--- src/rtl/assert_macros.svh ---
// ----------------------------------------------------------------------------
// Assertion macros
// Concurrent assertion helpers shared by the RTL; empty under synthesis.
// ----------------------------------------------------------------------------
`ifndef ASSERT_MACROS_SVH
`define ASSERT_MACROS_SVH

`ifndef SYNTHESIS

// Condition holds at every clock edge outside reset.
`define ASSERT_ALWAYS(name, clk, rst, cond) \
   name: assert property (@(posedge clk) disable iff (rst) (cond)) \
      else $error("assertion failed");

// Antecedent implies consequent in the same cycle.
`define ASSERT_IMPLY(name, clk, rst, ante, cons) \
   name: assert property (@(posedge clk) disable iff (rst) (ante) |-> (cons)) \
      else $error("assertion failed");

// Antecedent implies consequent in the next cycle.
`define ASSERT_NEXT(name, clk, rst, ante, cons) \
   name: assert property (@(posedge clk) disable iff (rst) (ante) |=> (cons)) \
      else $error("assertion failed");

`else

`define ASSERT_ALWAYS(name, clk, rst, cond)
`define ASSERT_IMPLY(name, clk, rst, ante, cons)
`define ASSERT_NEXT(name, clk, rst, ante, cons)

`endif

`endif

--- src/rtl/sukset_pkg.sv ---
// ----------------------------------------------------------------------------
// Sorted key set package
// Widths, operation and status codes, and the per-slot control bundle.
// ----------------------------------------------------------------------------
package sukset_pkg;

   localparam int KEY_W           = 32;
   localparam int OP_W            = 2;
   localparam int STATUS_W        = 2;
   localparam int SUKSET_CAPACITY = 16;

   localparam logic [OP_W-1:0] OP_INSERT = 2'd0;
   localparam logic [OP_W-1:0] OP_REMOVE = 2'd1;
   localparam logic [OP_W-1:0] OP_LOOKUP = 2'd2;

   localparam logic [STATUS_W-1:0] STATUS_DONE = 2'd0;
   localparam logic [STATUS_W-1:0] STATUS_MISS = 2'd1;
   localparam logic [STATUS_W-1:0] STATUS_FULL = 2'd2;

   typedef enum logic {
      ST_IDLE,
      ST_EXEC
   } state_type;

   // Broadcast to every slot in the row.
   typedef struct packed {
      logic compare;    // latch compare flags against the probe key
      logic shift_up;   // insert: open a gap at the first slot not below the key
      logic shift_down; // remove: close the gap at the matched slot
   } slot_ctrl_type;

endpackage

--- src/rtl/sorted_unique_key_set.sv ---
// ----------------------------------------------------------------------------
// Sorted unique key set
// Holds up to CAPACITY distinct 32-bit keys in ascending order in a row of
// slots. Each request transfer carries an opcode (insert, remove, lookup;
// code three acts as lookup) and a key; each yields one response transfer
// with a status, the matched key (zero on insert or miss) and the number of
// keys held after the operation.
// Timing: the accepting edge latches compare flags in every slot; the next
// cycle decides the outcome, shifts the row by one slot and loads the
// response register, which offers the response. A new request can be taken
// at the edge that transfers it, but not while a request is in its shift
// cycle; every request takes the compare cycle followed by the shift cycle,
// independent of fill level.
// A response held by rsp_stall keeps req_stall high until it transfers.
// Reset empties the set and drops any pending response; slot contents are
// left as they are, as only slots below the count are ever used.
// ----------------------------------------------------------------------------
`include "assert_macros.svh"

module sorted_unique_key_set
   import sukset_pkg::*;
#(
   parameter  int CAPACITY = SUKSET_CAPACITY,
   localparam int CNT_W    = $clog2(CAPACITY + 1)
) (
   input  logic                clock,
   input  logic                reset,
   input  logic                req_valid,
   output logic                req_stall,
   input  logic [OP_W-1:0]     req_opcode,
   input  logic [KEY_W-1:0]    req_key,
   output logic                rsp_valid,
   input  logic                rsp_stall,
   output logic [STATUS_W-1:0] rsp_status,
   output logic [KEY_W-1:0]    rsp_matched_key,
   output logic [CNT_W-1:0]    rsp_entry_total
);

   state_type           state_ff, state_in;
   logic [CNT_W-1:0]    count_ff, count_in;
   logic [OP_W-1:0]     op_ff, op_in;
   logic [KEY_W-1:0]    key_ff, key_in;
   logic                rsp_valid_ff, rsp_valid_in;
   logic [STATUS_W-1:0] status_ff, status_in;
   logic [KEY_W-1:0]    matched_ff, matched_in;
   logic [CNT_W-1:0]    total_ff, total_in;

   slot_ctrl_type       ctrl;
   logic                accept;
   logic                hit;
   logic                full;
   logic [KEY_W-1:0]    slot_key [CAPACITY];
   logic [CAPACITY-1:0] lt_vec;
   logic [CAPACITY-1:0] eq_vec;
   logic [CAPACITY-1:0] occ_vec;

   // Take a request only when idle and the response register will be free.
   assign req_stall = (state_ff != ST_IDLE) | (rsp_valid_ff & rsp_stall);
   assign accept    = req_valid & ~req_stall;

   // The slot row: each slot sees its neighbors' keys and the left flag.
   for (genvar i = 0; i < CAPACITY; i++) begin : g_slot
      logic [KEY_W-1:0] left_key;
      logic             left_lt;
      logic [KEY_W-1:0] right_key;

      assign occ_vec[i] = CNT_W'(i) < count_ff;

      if (i == 0) begin : g_first
         assign left_key = key_ff;
         assign left_lt  = 1'b1;
      end else begin : g_inner
         assign left_key = slot_key[i-1];
         assign left_lt  = lt_vec[i-1];
      end

      if (i == CAPACITY - 1) begin : g_last
         assign right_key = slot_key[i];
      end else begin : g_body
         assign right_key = slot_key[i+1];
      end

      sukset_slot u_slot (
         .clock     (clock),
         .ctrl      (ctrl),
         .occupied  (occ_vec[i]),
         .probe_key (req_key),
         .new_key   (key_ff),
         .left_key  (left_key),
         .left_lt   (left_lt),
         .right_key (right_key),
         .key_out   (slot_key[i]),
         .lt_out    (lt_vec[i]),
         .eq_out    (eq_vec[i])
      );
   end

   assign hit  = |eq_vec;
   assign full = count_ff == CNT_W'(CAPACITY);

   always_ff @(posedge clock) begin
      if (reset) begin
         state_ff     <= ST_IDLE;
         count_ff     <= '0;
         rsp_valid_ff <= 1'b0;
      end else begin
         state_ff     <= state_in;
         count_ff     <= count_in;
         rsp_valid_ff <= rsp_valid_in;
      end
   end

   // Payload: held request and response fields.
   always_ff @(posedge clock) begin
      op_ff      <= op_in;
      key_ff     <= key_in;
      status_ff  <= status_in;
      matched_ff <= matched_in;
      total_ff   <= total_in;
   end

   always_comb begin
      state_in     = state_ff;
      count_in     = count_ff;
      op_in        = op_ff;
      key_in       = key_ff;
      rsp_valid_in = rsp_valid_ff;
      status_in    = status_ff;
      matched_in   = matched_ff;
      total_in     = total_ff;
      ctrl         = '0;

      // Drop the response once it transfers.
      if (rsp_valid_ff && !rsp_stall) begin
         rsp_valid_in = 1'b0;
      end

      case (state_ff)
         ST_IDLE: begin
            if (accept) begin
               ctrl.compare = 1'b1;
               op_in        = req_opcode;
               key_in       = req_key;
               state_in     = ST_EXEC;
            end
         end
         ST_EXEC: begin
            matched_in = '0;
            case (op_ff)
               OP_INSERT: begin
                  if (hit) begin
                     status_in = STATUS_MISS;
                  end else if (full) begin
                     status_in = STATUS_FULL;
                  end else begin
                     status_in     = STATUS_DONE;
                     ctrl.shift_up = 1'b1;
                     count_in      = count_ff + CNT_W'(1);
                  end
               end
               OP_REMOVE: begin
                  if (hit) begin
                     status_in       = STATUS_DONE;
                     matched_in      = key_ff;
                     ctrl.shift_down = 1'b1;
                     count_in        = count_ff - CNT_W'(1);
                  end else begin
                     status_in = STATUS_MISS;
                  end
               end
               default: begin
                  // Lookup, and the unused code.
                  if (hit) begin
                     status_in  = STATUS_DONE;
                     matched_in = key_ff;
                  end else begin
                     status_in = STATUS_MISS;
                  end
               end
            endcase
            total_in     = count_in;
            rsp_valid_in = 1'b1;
            state_in     = ST_IDLE;
         end
         default: begin
            state_in = ST_IDLE;
         end
      endcase
   end

   assign rsp_valid       = rsp_valid_ff;
   assign rsp_status      = status_ff;
   assign rsp_matched_key = matched_ff;
   assign rsp_entry_total = total_ff;

   `ASSERT_ALWAYS(a_count_bound, clock, reset, count_ff <= CNT_W'(CAPACITY))
   `ASSERT_IMPLY(a_match_unique, clock, reset, state_ff == ST_EXEC, $onehot0(eq_vec))
   `ASSERT_IMPLY(a_below_prefix, clock, reset, state_ff == ST_EXEC, (lt_vec & (lt_vec + 1'b1)) == '0)
   `ASSERT_NEXT(a_exec_response, clock, reset, state_ff == ST_EXEC, rsp_valid_ff)

endmodule

--- src/rtl/sukset_slot.sv ---
// ----------------------------------------------------------------------------
// Sorted key set slot
// One entry of the key row: holds a key, compares it against the probe key
// and shifts toward either neighbor on insert or remove.
// ----------------------------------------------------------------------------
module sukset_slot
   import sukset_pkg::*;
(
   input  logic              clock,
   input  slot_ctrl_type     ctrl,
   input  logic              occupied,
   input  logic [KEY_W-1:0]  probe_key,
   input  logic [KEY_W-1:0]  new_key,
   input  logic [KEY_W-1:0]  left_key,
   input  logic              left_lt,
   input  logic [KEY_W-1:0]  right_key,
   output logic [KEY_W-1:0]  key_out,
   output logic              lt_out,
   output logic              eq_out
);

   logic [KEY_W-1:0] key_ff, key_in;
   logic             lt_ff, lt_in;
   logic             eq_ff, eq_in;

   always_comb begin
      key_in = key_ff;
      lt_in  = lt_ff;
      eq_in  = eq_ff;
      if (ctrl.compare) begin
         lt_in = occupied & (key_ff < probe_key);
         eq_in = occupied & (key_ff == probe_key);
      end
      // Slots at or above the insert point take the left neighbor; the
      // first of them takes the new key.
      if (ctrl.shift_up && !lt_ff) begin
         key_in = left_lt ? new_key : left_key;
      end
      // Slots at or above the removed key take the right neighbor.
      if (ctrl.shift_down && !lt_ff) begin
         key_in = right_key;
      end
   end

   always_ff @(posedge clock) begin
      key_ff <= key_in;
      lt_ff  <= lt_in;
      eq_ff  <= eq_in;
   end

   assign key_out = key_ff;
   assign lt_out  = lt_ff;
   assign eq_out  = eq_ff;

endmodule
--- config.mk ---
export PLATFORM = sky130hd
export DESIGN_NAME = sorted_unique_key_set
export DESIGN_NICKNAME = d
export VERILOG_FILES = /design/src/rtl/sukset_pkg.sv /design/src/rtl/sorted_unique_key_set.sv /design/src/rtl/sukset_slot.sv
export VERILOG_INCLUDE_DIRS = /design/src /design/src/rtl
export SDC_FILE = /design/constraint.sdc
export NUM_CORES = 2
export LEC_CHECK = 0
export BUFFER_PORTS_ARGS = -buffer_cell sky130_fd_sc_hd__buf_4
export CAP_MARGIN = 20
export CORE_MARGIN = 2
export CORE_UTILIZATION = 55
export CTS_CLUSTER_DIAMETER = 50
export DETAILED_ROUTE_END_ITERATION = 8
export GPL_TIMING_DRIVEN = 0
export PLACE_DENSITY_LB_ADDON = 0.05
export SLEW_MARGIN = 0
export SYNTH_ARGS = -nofsm -noshare
export SYNTH_HDL_FRONTEND = slang
export SYNTH_SLANG_ARGS = --single-unit
--- constraint.sdc ---
create_clock -name clock -period 13.4 [get_ports clock]
set_input_delay 2.01 -clock clock [delete_from_list [all_inputs] [get_ports clock]]
set_output_delay 2.01 -clock clock [all_outputs]
set_load 0.1 [all_outputs]
=== Word level (Yosys, flattened, before mapping) ===
Cells that the tools add are included.

* Bits in registers: 624
* Input bits: 38

* Reductions and logical operators: 71
* $add $sub $neg: 2
* Bitwise operators: 39
* Equal/unequal tests: 18
* $lt $le $gt $ge: 32
* Muxes and demuxes: 64

{| class="wikitable"
|+ Operators by type and width
! operator !! number
|-
| 32-bit 2-to-1 mux || 45
|-
| 32-bit == test || 16
|-
| 32-bit < comparator || 16
|-
| 4-bit by 5-bit < comparator with 1-bit output (first input constant) || 8
|-
| 1-bit AND || 34
|-
| 1-bit logical AND || 33
|-
| 2-bit nonzero test || 16
|-
| 3-bit by 5-bit < comparator with 1-bit output (first input constant) || 4
|-
| 1-bit zero test || 17
|-
| 16-bit OR reduction || 1
|-
| 5-bit 2-to-1 mux || 3
|-
| 1-bit by 5-bit < comparator with 1-bit output (first input constant) || 2
|-
| 2-bit by 5-bit < comparator with 1-bit output (first input constant) || 2
|-
| 1-bit 2-to-1 mux || 10
|-
| 5-bit case mux with 2 select lines || 1
|-
| 2-bit 2-to-1 mux || 4
|-
| 5-bit by 1-bit adder with 5-bit output (second input constant) || 1
|-
| 5-bit == test (second input constant) || 1
|-
| 5-bit by 1-bit subtractor with 5-bit output (second input constant) || 1
|-
| 1-bit inverter || 4
|-
| 2-bit AND reduction || 2
|-
| 2-bit by 1-bit == test with 1-bit output (second input constant) || 1
|-
| 2-bit zero test || 1
|-
| 1-bit case mux with 2 select lines || 1
|-
| 2 further kinds || 2
|}

=== Longest topological paths before layout ===
* Word-level depth: 8
* Mapped depth: 9
* Depth with buffers taken out: 7

=== By module ===
Synthesis repeated with hierarchy kept, for this count alone.

* Cell total of the unflattened synthesis: 4367
* Area, all modules: 43875.8 sq um

{| class="wikitable"
|+ Modules (own cells, without submodules)
! module !! times used !! area each (sq um) !! cells each !! sequential area each (sq um)
|-
| sukset_slot at g_slot[0].u_slot ... || 15 || 2543.7 || 259 || 1021.0
|-
| sorted_unique_key_set || 1 || 3194.3 || 223 || 2332.2
|-
| sukset_slot at g_slot[1].u_slot || 1 || 2526.2 || 259 || 1021.0
|}

=== Least setup slack after synthesis ===
OpenSTA, ideal clock, no wires.

* Kind: input to output
* Start point: in rsp_stall
* End point: out req_stall
* Buffers on the path: 0
* Required time: 11.390 ns
* Stages on the path: 2
* Arrival: 2.747 ns
* Setup slack: 8.643 ns
* Cells stage by stage: a21oi_1 inv_1

* Word-level cells in the longest chain between the ends: 2

{| class="wikitable"
|+ RTL lines
! item !! RTL line !! source
|-
| from (decl) || sorted_unique_key_set.sv:33 || <nowiki>input logic rsp_stall,</nowiki>
|-
| 1-bit AND || sorted_unique_key_set.sv:58 || <nowiki>assign req_stall = (state_ff != ST_IDLE) | (rsp_valid_ff & rsp_stall);</nowiki>
|-
| 1-bit bitwise OR || sorted_unique_key_set.sv:58 ||
|-
| to (decl) || sorted_unique_key_set.sv:29 || <nowiki>output logic req_stall,</nowiki>
|}

Every way passes these cells.

=== Worst setup path after layout ===
Same ends and word-level chain as after synthesis.

==> flow_metrics.env <==
export IMPL_cts_setup_buffers=0
export IMPL_rsz0062_at_grt="no"
export IMPL_die_w_um=277
export IMPL_final_hold_viol_count=0
export IMPL_diodes=0
export IMPL_synth_edff_count=617
export IMPL_cts_max_level=3
export IMPL_max_cap_viol_count=0
export IMPL_netlist_area_um2=40900
export IMPL_max_slew_margin=0.292
export IMPL_start_util=0.558
export IMPL_rows=99
export IMPL_max_freq_mhz=216
export IMPL_dp_hpwl_um=101000
export IMPL_clkPwrFrac=0.466
export IMPL_top_layer="met4"
export IMPL_final_nets=4496
export IMPL_grt_ovfl_total=0
export IMPL_setup_tns_ns=0
export IMPL_reg2reg_to="g_slot[0].u_slot.key_out[1]$_DFFE_PP_"
export IMPL_p_sw_frac=0.264
export IMPL_finClkSkew_ns=0.0247
export IMPL_setup_violations=0
export IMPL_hp_start="rsp_valid$_SDFFE_PP0P_"
export IMPL_power_frac_comb=0.124
export IMPL_route_vias_total=32000
export IMPL_crit_arrival_ns=2.63
export IMPL_wl_met1_um=56900
export IMPL_syn_avg_cell_area_um2=10.9
export IMPL_route_met3_wl_um=8890
export IMPL_status="finished clean"
export IMPL_port_buffers=77
export IMPL_first_pass_iters=6
export IMPL_syn_to_final_growth_pct=12.8
export IMPL_r2r_cells=9
export IMPL_clockRootBuffer="clkbuf_16"
export IMPL_ys_warn_count=0
export IMPL_cts_resized=0
export IMPL_p_per_area_nw_per_um2=118
export IMPL_ff2ff_setup_slack_ns=9.24
export IMPL_final_antenna_net_count=0
export IMPL_timing_critical_path_mode_cell="buf_4"
export IMPL_post_drt_wl_per_cell_um=25.7
export IMPL_clkTransAtPathRegs_ns=0.06
export IMPL_crit_fanout=3
export IMPL_worstPathCellList="buf_4 -> a21oi_1 -> inv_1 -> buf_4"
export IMPL_holdCritPathClass="reg2reg"
export IMPL_ys_seq_area_frac=0.457
export IMPL_grt_pass1_vias=32400
export IMPL_die_h_um=277
export IMPL_ys_seq_elements=624
export IMPL_worstReg2RegStart="count_ff[1]$_SDFFE_PP0P_"
export IMPL_cts_tree="yes"
export IMPL_leakagePower_uw=0.0176
export IMPL_wl_um=128000
export IMPL_endpoint_kind="output pin"
export IMPL_crit_type="in2out"
export IMPL_internal_power_uw=4010
export IMPL_cts_buffers=90
export IMPL_slew_viol_final=0
export IMPL_start_kind="input pin"
export IMPL_vias_per_cell=6.44
export IMPL_p_sw_uw=1440
export IMPL_vdd_drop_max_mv=0.100
export IMPL_met2_length_um=58300
export IMPL_pre_cts_ws_ns=8.34
export IMPL_seqPwrFrac=0.410
export IMPL_drive_gt1_frac=0.102
export IMPL_ys_flop_type="edfxtp_1"
export IMPL_core_area_um2=73300
export IMPL_whs_path_depth=2
export IMPL_min_period_ns=4.64
export IMPL_synthesis_nets=4314
export IMPL_boundaryPins=79
export IMPL_gp_congestion=0.934
export IMPL_clockBufferDepth=3
export IMPL_drtIter0Drc=3081
export IMPL_worst_slack_ns=8.76
export IMPL_dieArea_um2=76500
export IMPL_antenna_found_initial=3
export IMPL_tightest_slew_ns=1.06
export IMPL_grt_max_degree=38
export IMPL_drc_errors=0
export IMPL_synthCells=3759
export IMPL_whs_ns=0.551
export IMPL_grt_use_total=0.326
export IMPL_grt_pass1_wl_um=192000
export IMPL_cp_slowest_stage_delay_ns=0.23
export IMPL_crit_slowest_cell="buf_4"
export IMPL_final_common_cell="edfxtp_1"
export IMPL_cts_sinks=624
export IMPL_worstHoldEndpoint="rsp_valid$_SDFFE_PP0P_"
export IMPL_synth_cell_type_count=70
export IMPL_async_flop_share=0
export IMPL_post_route_period_util=0.346
export IMPL_crit_required_ns=11.39
export IMPL_hold_buffers=0
export IMPL_mostFrequentLayoutCells="617 x edfxtp_1, 554 x nand2_1, 517 x ha_1"
export IMPL_clkLatencyLatePin_ns=0.65
metal layers:
| metal | vias up | track usage |
|---|---|---|
| met2 | 1276 | 0.520 |
| met4 | 0 | 0.114 |
| met1 | 15800 | 0.462 |
| met5 | - | 0 |
| met3 | 256 | 0.0408 |
| li1 | 14600 | - |
worst max-delay path, delay by kind of cell:
kind | cells | cell delay [ns]
buffers and inverters | 3 | 0.41
AOI/OAI and AO/OA | 1 | 0.21
area by class of cell:
type                    count  area (µm²)
plain buffers             227         978
clock buffers             103        2370
clock inverters            60         768
fillers                  6016       27200
inverters                  61         231
multi-input cells        2847       21100
flip-flops and latches    624       18700
well taps                 959        1200
repair buffers             90         771
through the flow:
step	std cells	cell area (µm²)	power, µW	util
after CTS	4969	46100	5460	0.628
after detailed placement	4806	42900	2930	0.586
after floorplan	3759	40900	2720	-
final	4971	46100	5450	0.629
after global placement	4795	42700	2900	0.582
after global routing	4971	46100	5610	0.629
Yosys cell counts (8+ instances only):
cell type    n  area share
nand4_1     88       0.013
o211ai_1    17      0.0031
ha_1       517        0.16
clkbuf_1   161       0.015
nor3_1      10      0.0012
mux2_2      60       0.017
a211oi_1    10      0.0018
nor3_2      14      0.0034
nor2b_1     28      0.0043
nor4_1      26      0.0040
a221oi_1    10      0.0021
o2111ai_1    8      0.0017
buf_2       55      0.0067
nand2_1    554       0.051
nor2_1      72      0.0066
and4_1      28      0.0060
inv_1       60      0.0055
o21ai_0    495       0.061
edfxtp_1   617        0.45
a21oi_1    198       0.024
a21boi_0    11      0.0020
mux2i_1    450        0.11
nand3_1     63      0.0077
a21o_1      42      0.0077
and2_1      34      0.0052
power groups by stage:
stage	clock network [µW]	logic [µW]	registers [µW]
after floorplan	0	407	2310
after global placement	0	620	2280
after detailed placement	0	659	2270
after CTS	2560	663	2230
after global routing	2640	731	2240
final	2540	674	2230
flip-flops by register name, indices dropped and copies added, names as in the netlist:
register	flops
rsp_matched_key	32
count_ff	5
g_slot.u_slot.eq_out	16
rsp_valid	1
state_ff	1
g_slot.u_slot.lt_out	16
rsp_status	2
g_slot.left_key	32
g_slot.u_slot.key_out	512
rsp_entry_total	5
op_ff	2
worst max path at each step:
| stage | startpoint | to | cells after the start | slack, ns |
|---|---|---|---|---|
| finish | rsp_stall | req_stall | 4 | 8.76 |
| global route | rsp_stall | req_stall | 4 | 8.67 |
| CTS | rsp_stall | req_stall | 4 | 8.76 |
| detailed placement | req_key[29] | g_slot[3].u_slot.lt_out$_DFFE_PP_ | 8 | 8.34 |
| global placement | state_ff$_SDFF_PP0_ | g_slot[3].u_slot.key_out[6]$_DFFE_PP_ | 6 | 6.83 |
| floorplan | rsp_stall | req_stall | 2 | 8.64 |
cells by family (layout without fill, tap and decap cells):
group	after synthesis	in the layout	share of synthesized area
buffers and inverters	288	541	0.0296
muxes	514	514	0.128
xor gates and xnor gates	4	4	0.000857
AOI/OAI and AO/OA	852	852	0.116
DFF	624	624	0.457
and+or+nand+nor	960	960	0.111
adders and majority gates	517	517	0.158
No activity file was read; power rests on OpenSTA's default activity.
